<file path="src/ptars_pkg.sv">
// shared types, constants and the arctangent table for the range scan block
// no dependencies; imported by every module of the block
`default_nettype none

package ptars_pkg;

    // fixed field widths
    localparam int COORD_WIDTH = 16;
    localparam int RANGE_W     = 16;
    localparam int BIN_NUM_W   = 11;
    localparam int SQRT_STEPS  = 16;
    localparam int ANG_W       = 33;

    localparam logic [RANGE_W-1:0] MAX_RANGE_RESET = 16'd8192;

    // request modes
    localparam logic [1:0] MODE_CLEAR = 2'd0;
    localparam logic [1:0] MODE_POINT = 2'd1;
    localparam logic [1:0] MODE_READ  = 2'd2;

    // register index decoded from paddr[2]
    localparam logic REG_MAX_RANGE = 1'b0;

    typedef struct packed {
        logic [1:0]             mode;
        logic [COORD_WIDTH-1:0] point_x;
        logic [COORD_WIDTH-1:0] point_y;
        logic                   point_valid;
        logic [BIN_NUM_W-1:0]   read_bin;
    } t_in;

    typedef struct packed {
        logic [BIN_NUM_W-1:0] bin_number;
        logic [RANGE_W-1:0]   bin_range;
        logic                 bin_hit;
    } t_out;

    // operand selection for the shared multiplier
    typedef enum logic [1:0] {
        MUL_X_SQ   = 2'd0,
        MUL_Y_SQ   = 2'd1,
        MUL_LIM_SQ = 2'd2,
        MUL_BIN    = 2'd3
    } t_mul_sel;

    typedef struct packed {
        logic     load;
        logic     mul_en;
        t_mul_sel mul_sel;
        logic     sum_en;
        logic     iter_init;
        logic     iter_en;
        logic     angle_en;
        logic     bin_rd;
        logic     upd_en;
        logic     rd_rd;
        logic     sweep_en;
        logic     out_load;
    } t_cmd;

    typedef struct packed {
        logic skip;
        logic over_lim;
        logic iter_last;
        logic sweep_last;
        logic out_free;
    } t_status;

    // arctangent of 2^-i, 2^32 units per turn
    function automatic logic [31:0] atan_unit(input logic [4:0] idx);
        logic [31:0] v;
        case (idx)
            5'd0:    v = 32'd536870912;
            5'd1:    v = 32'd316933406;
            5'd2:    v = 32'd167458907;
            5'd3:    v = 32'd85004756;
            5'd4:    v = 32'd42667331;
            5'd5:    v = 32'd21354465;
            5'd6:    v = 32'd10679838;
            5'd7:    v = 32'd5340245;
            5'd8:    v = 32'd2670163;
            5'd9:    v = 32'd1335087;
            5'd10:   v = 32'd667544;
            5'd11:   v = 32'd333772;
            5'd12:   v = 32'd166886;
            5'd13:   v = 32'd83443;
            5'd14:   v = 32'd41722;
            5'd15:   v = 32'd20861;
            5'd16:   v = 32'd10430;
            5'd17:   v = 32'd5215;
            5'd18:   v = 32'd2608;
            5'd19:   v = 32'd1304;
            5'd20:   v = 32'd652;
            5'd21:   v = 32'd326;
            5'd22:   v = 32'd163;
            5'd23:   v = 32'd81;
            default: v = 32'd0;
        endcase
        return v;
    endfunction

endpackage

`default_nettype wire

</file>
<file path="src/ptars_ctrl.sv">
// sequencer for the range scan block: decodes requests and steps the datapath
// depends on ptars_pkg for command and status structs
`default_nettype none

module ptars_ctrl
    import ptars_pkg::*;
(
    input  wire logic    i_clk,
    input  wire logic    i_rst_n,
    input  wire logic    i_in_valid,
    input  wire logic [1:0] i_mode,
    output logic         o_in_ready,
    input  wire t_status i_status,
    output t_cmd         o_cmd
);

    typedef enum logic [13:0] {
        S_INIT    = 14'b00000000000001,
        S_IDLE    = 14'b00000000000010,
        S_CLEAR   = 14'b00000000000100,
        S_MUL_X   = 14'b00000000001000,
        S_MUL_Y   = 14'b00000000010000,
        S_MUL_LIM = 14'b00000000100000,
        S_CHECK   = 14'b00000001000000,
        S_ITER    = 14'b00000010000000,
        S_ANGLE   = 14'b00000100000000,
        S_BIN_MUL = 14'b00001000000000,
        S_BIN     = 14'b00010000000000,
        S_UPDATE  = 14'b00100000000000,
        S_RD      = 14'b01000000000000,
        S_RD_OUT  = 14'b10000000000000
    } t_state;

    t_state r_state, n_state;

    // state register
    always_ff @(posedge i_clk) begin
        if (!i_rst_n) begin
            r_state <= S_INIT;
        end else begin
            r_state <= n_state;
        end
    end

    // next state and commands
    always_comb begin
        n_state    = r_state;
        o_cmd      = '0;
        o_in_ready = 1'b0;
        unique case (r_state)
            S_INIT: begin
                o_cmd.sweep_en = 1'b1;
                if (i_status.sweep_last) n_state = S_IDLE;
            end
            S_IDLE: begin
                o_in_ready = 1'b1;
                if (i_in_valid) begin
                    o_cmd.load = 1'b1;
                    case (i_mode)
                        MODE_CLEAR: n_state = S_CLEAR;
                        MODE_POINT: n_state = S_MUL_X;
                        MODE_READ:  n_state = S_RD;
                        default:    n_state = S_IDLE;
                    endcase
                end
            end
            S_CLEAR: begin
                o_cmd.sweep_en = 1'b1;
                if (i_status.sweep_last) n_state = S_IDLE;
            end
            S_MUL_X: begin
                o_cmd.mul_en  = 1'b1;
                o_cmd.mul_sel = MUL_X_SQ;
                n_state = i_status.skip ? S_IDLE : S_MUL_Y;
            end
            S_MUL_Y: begin
                o_cmd.mul_en  = 1'b1;
                o_cmd.mul_sel = MUL_Y_SQ;
                n_state = S_MUL_LIM;
            end
            S_MUL_LIM: begin
                o_cmd.mul_en  = 1'b1;
                o_cmd.mul_sel = MUL_LIM_SQ;
                o_cmd.sum_en  = 1'b1;
                n_state = S_CHECK;
            end
            S_CHECK: begin
                if (i_status.over_lim) begin
                    n_state = S_IDLE;
                end else begin
                    o_cmd.iter_init = 1'b1;
                    n_state = S_ITER;
                end
            end
            S_ITER: begin
                o_cmd.iter_en = 1'b1;
                if (i_status.iter_last) n_state = S_ANGLE;
            end
            S_ANGLE: begin
                o_cmd.angle_en = 1'b1;
                n_state = S_BIN_MUL;
            end
            S_BIN_MUL: begin
                o_cmd.mul_en  = 1'b1;
                o_cmd.mul_sel = MUL_BIN;
                n_state = S_BIN;
            end
            S_BIN: begin
                o_cmd.bin_rd = 1'b1;
                n_state = S_UPDATE;
            end
            S_UPDATE: begin
                o_cmd.upd_en = 1'b1;
                n_state = S_IDLE;
            end
            S_RD: begin
                o_cmd.rd_rd = 1'b1;
                n_state = S_RD_OUT;
            end
            S_RD_OUT: begin
                if (i_status.out_free) begin
                    o_cmd.out_load = 1'b1;
                    n_state = S_IDLE;
                end
            end
            default: n_state = S_IDLE;
        endcase
    end

endmodule

`default_nettype wire

</file>
<file path="config.mk">
export PLATFORM = sky130hd
export DESIGN_NAME = ptars_ctrl
export DESIGN_NICKNAME = d
export VERILOG_FILES = /design/src/ptars_pkg.sv /design/src/ptars_ctrl.sv
export SDC_FILE = /design/constraint.sdc
export NUM_CORES = 1
export LEC_CHECK = 0
export BUFFER_PORTS_ARGS = -buffer_cell sky130_fd_sc_hd__buf_2
export CORE_MARGIN = 3
export CORE_UTILIZATION = 54
export CTS_CLUSTER_DIAMETER = 150
export DETAILED_ROUTE_END_ITERATION = 12
export GPL_ROUTABILITY_DRIVEN = 0
export HOLD_SLACK_MARGIN = 0.08
export MAX_ROUTING_LAYER = met4
export PLACE_DENSITY = 0.86
export SETUP_SLACK_MARGIN = 0.4
export SYNTH_ARGS = -nofsm -noshare
export SYNTH_HDL_FRONTEND = slang
export SYNTH_SLANG_ARGS = --single-unit
export TNS_END_PERCENT = 30
</file>
<file path="constraint.sdc">
create_clock -name i_clk -period 5.1 [get_ports i_clk]
set_input_delay 1.02 -clock i_clk [delete_from_list [all_inputs] [get_ports i_clk]]
set_output_delay 1.02 -clock i_clk [all_outputs]
set_load 0.01 [all_outputs]
</file>
# After elaboration in Yosys (flattened, before gate mapping)
# Index checks and enable logic that the tools add are counted.
# Widths: inputs -> output; s select.
[word_totals]
reg_bits = 14
input_bits = 10
output_inout_bits = 14
word_cells = 47
[op_classes]
eq_ne = 20
n_mux = 23
reduce_logical = 3
[ops]
columns = ["cell", "count"]
rows = [
  ["$pmux 14 s12", 1],
  ["$mux 14", 4],
  ["$pmux 13 s3", 1],
  ["$eq 14x1->1 const B", 1],
  ["$eq 14x10->1 const B", 1],
  ["$eq 14x11->1 const B", 1],
  ["$eq 14x12->1 const B", 1],
  ["$eq 14x13->1 const B", 1],
  ["$eq 14x14->1 const B", 1],
  ["$eq 14x2->1 const B", 1],
  ["$eq 14x3->1 const B", 1],
  ["$eq 14x4->1 const B", 1],
  ["$eq 14x5->1 const B", 1],
  ["$eq 14x6->1 const B", 1],
  ["$eq 14x7->1 const B", 1],
  ["$eq 14x8->1 const B", 1],
  ["$eq 14x9->1 const B", 1],
  ["$mux 1", 14],
  ["$pmux 3 s4", 1],
  ["$mux 8", 1],
  ["$ne 2x2->1 const B", 3],
  ["$mux 5", 1],
  ["$reduce_and 4->1", 1],
  ["$eq 2x1->1 const B", 1],
  ["4 further kinds", 4],
]

# Longest topological paths before layout
[depth]
depth_word = 4
ltp_mapped = 8
ltp_nobuf = 7

# Worst setup path before layout
# No wires, ideal clock.
[synth_timing]
path_type = "input to output"
from = "input port i_status[3] in the netlist's numbering"
to = "output port o_cmd[7] in the netlist's numbering"
arrival_time_ns = 1.464
required_time_ns = 4.080
path_slack_ns = 2.616
cell_stages = 1
n_path_buf = 0
path_cell_list = "nor4_1"
[synth_via]
elab_chain_cells = 2
[synth_rtl]
columns = ["item", "line_no", "source"]
rows = [
  ["start: declaration", "ptars_ctrl.sv:13", "input wire t_status i_status,"],
  ["$mux 1", "ptars_ctrl.sv:88", "if (i_status.over_lim) begin"],
  ["$mux 1", "ptars_ctrl.sv:50", "unique case (r_state)"],
  ["end: declaration", "ptars_ctrl.sv:14", "output t_cmd o_cmd"],
]
# No other way between the ends.

==> impl_metrics.json <==
{
  "status": "completed",
  "end_kind": "primary output",
  "layout_setup_ws_ns": 2.09,
  "postCtsSetupBuffers": 0,
  "drc": 0,
  "cts_tree": "yes",
  "timing.rr.end": "r_state[12]",
  "cts-resized-gates": 0,
  "drt_pass1_iterations": 4,
  "layout_commonest_cell": "buf_2",
  "rows": 13,
  "max_freq_mhz": 332,
  "crit_path_cell_trace": "nor4_4 > nand4_1 > or3b_2 > nand2_1 > buf_2",
  "start_util_pct": 62.2,
  "r2r.worst_path.cells": 6,
  "max_stage_delay_ns": 0.52,
  "cts_made_buffers": 3,
  "reg_top3": "r_state x14",
  "clk_pin_slew_ns": 0.09,
  "synth.avg_cell_area_um2": 8.44,
  "tightest_slew_ns": 0.548,
  "postCtsHoldBufs": 0,
  "cts.path.max_buffers": 2,
  "drt_iter0_markers": 36,
  "syn_area_um2": 870,
  "grt_pass1_vias": 804,
  "layout_common_cells": "buf_2, dfxtp_1, nor2_1",
  "diodes": 0,
  "crit_slowest_cell": "or3b_2",
  "routedWlPerCell_um": 15.6,
  "fp.dieArea_um2": 2130,
  "finalMaxSlewViolations": 0,
  "die_x_um": 46.1,
  "vdd_ir_drop_max_mv": 0.147,
  "hold_class": "reg -> reg",
  "top_register": "r_state",
  "grtUsageTotal_pct": 23.7,
  "place_hpwl_um": 1660,
  "area_delta_synth_final_pct": 19.0,
  "start_kind": "flop",
  "tns_ns": 0,
  "htreeDepth": 1,
  "hold_violations": 0,
  "p_leak_nw": 0.491,
  "fin_crit_sh_pct": 59.1,
  "ys_warn_count": 0,
  "fin_crit_ns": 3.01,
  "clock-skew-final_ns": 0.00750,
  "hp-start": "r_state[0]",
  "die_h_um": 46.1,
  "num_vias": 897,
  "via_per_inst": 6.23,
  "routed_wl_um": 2250,
  "cap_violations": 0,
  "synth-seq-cells": 14,
  "pre_cts_ws_ns": 2.44,
  "power_density_nw_per_um2": 234,
  "coreArea_um2": 1400,
  "grt_max_degree": 11,
  "clkSinkCount": 14,
  "nFillCells": 112,
  "cts-root-buf": "clkbuf_4",
  "layout.nets": 140,
  "crit_buf_inv": 1,
  "synth_cell_type_count": 34,
  "crit_required_ns": 4.08,
  "r2r_slack_ns": 3.08,
  "grt_pass1_wl_um": 3510,
  "syn_nets": 113,
  "clock_latency_ns": 0.29,
  "holdPathEnd": "r_state[0]",
  "layout.area.seq_um2": 280,
  "cp_data_arrival_time_ns": 1.99,
  "setup_viol": 0,
  "largest_reg_flops": 14,
  "ys_seq_area_share_pct": 32.2,
  "antenna_found_initial": 0,
  "r2r-start": "r_state[8]",
  "cp_max_fo": 6,
  "pin_count": 24,
  "cp_top_family": "simple AND/OR/NAND/NOR gates",
  "netlist_instances": 103,
  "portBuffers": 23,
  "rsz0062_at_grt": "no",
  "globalRouteOverflowTotal": 0,
  "final_layout_size_suffix_gt1_share_pct": 31.0,
  "relSlewSlack_pct": 63.2,
  "path_class": "reg -> out",
  "whs_path_depth": 2,
  "postRouteAntennaNets": 0,
  "multi_input_area_um2": 561
}
==> worst register-to-register path: stages (launching register included) <==
cell and delay (ns):
dfxtp_1 0.51, nor4_4 0.10, nand2_2 0.18, a21oi_1 0.08
nor3_2 0.49, nand2_1 0.30, nor3_1 0.27
==> Yosys cell counts (all sizes together) <==
cell / count / area share [%]
a211oi: 1 / 0.86
a21oi: 3 / 1.7
a41oi: 1 / 1.0
and2: 1 / 0.86
and3: 3 / 2.2
and4: 2 / 2.3
buf: 1 / 0.57
clkinv: 1 / 1.0
dfxtp: 14 / 32
inv: 4 / 1.7
mux2i: 1 / 1.2
nand2: 6 / 3.2
nand2b: 2 / 1.4
nand3: 5 / 2.9
nand3b: 2 / 1.7
nand4: 1 / 0.72
nand4b: 3 / 3.0
nor2: 12 / 5.2
nor2b: 6 / 4.3
nor3: 8 / 5.2
nor3b: 4 / 3.5
nor4: 7 / 10
nor4b: 1 / 1.0
o211ai: 1 / 0.86
o21ai: 4 / 2.3
o221a: 1 / 1.3
or2: 1 / 1.0
or3: 1 / 0.72
or3b: 2 / 2.0
or4: 1 / 0.86
xor2: 3 / 3.0
==> how the worst max path moves through the flow <==
stage,start,endpoint,slack [ns],depth (start not counted)
2_1_floorplan,i_status[3],o_cmd[7],2.62,1
3_3_place_gp,r_state[0],o_cmd[10],2.49,5
3_5_place_dp,r_state[0],o_cmd[10],2.44,5
4_1_cts,r_state[0],o_cmd[10],2.10,5
5_1_grt,r_state[1],o_cmd[11],1.98,5
6_report,r_state[0],o_cmd[10],2.09,5
==> area by class of cell <==
class	instances	area share, %
inverters	5	2.30
repair buffers	23	11.1
flip-flops and latches	14	27.1
well taps	15	1.81
multi-input cells	83	54.2
clock buffers	4	3.51
==> layer usage <==
metal | vias to the layer above | wire length, um | global-route usage, %
met5 | - | 0 | -
met4 | 0 | 25 | 9.66
met3 | 4 | 158 | 3.52
met2 | 40 | 1080 | 39.3
met1 | 419 | 987 | 28.4
li1 | 434 | - | -
==> stage by stage <==
stage                     std cells  power, mW  cell area [um^2]  hold slack (ns)  utilization (%)
after floorplan                 103      0.144               870            0.513                -
after global placement          140      0.156               998            0.532             71.4
after detailed placement        140      0.158               998            0.556             71.4
after CTS                       144      0.240              1030            0.578             74.0
after global routing            144      0.250              1030            0.596             74.0
final                           144      0.242              1030            0.570             74.0
==> cell families (layout without fill, tap and decap cells) <==
family	after synthesis	count (layout)	synth area share, %
AOI/OAI and AO/OA	11	11	8.06
xor gates and xnor gates	3	3	3.02
buffers and inverters	6	32	3.31
DFF	14	14	32.2
muxes	1	1	1.15
and+or+nand+nor	68	68	52.2
==> report_power, final <==
group | internal, mW | switching [mW]
combinational | 0.0167 | 0.0240
sequential | 0.112 | 0.00382
clock | 0.0435 | 0.0420
Power figures use the tool's default switching activity.
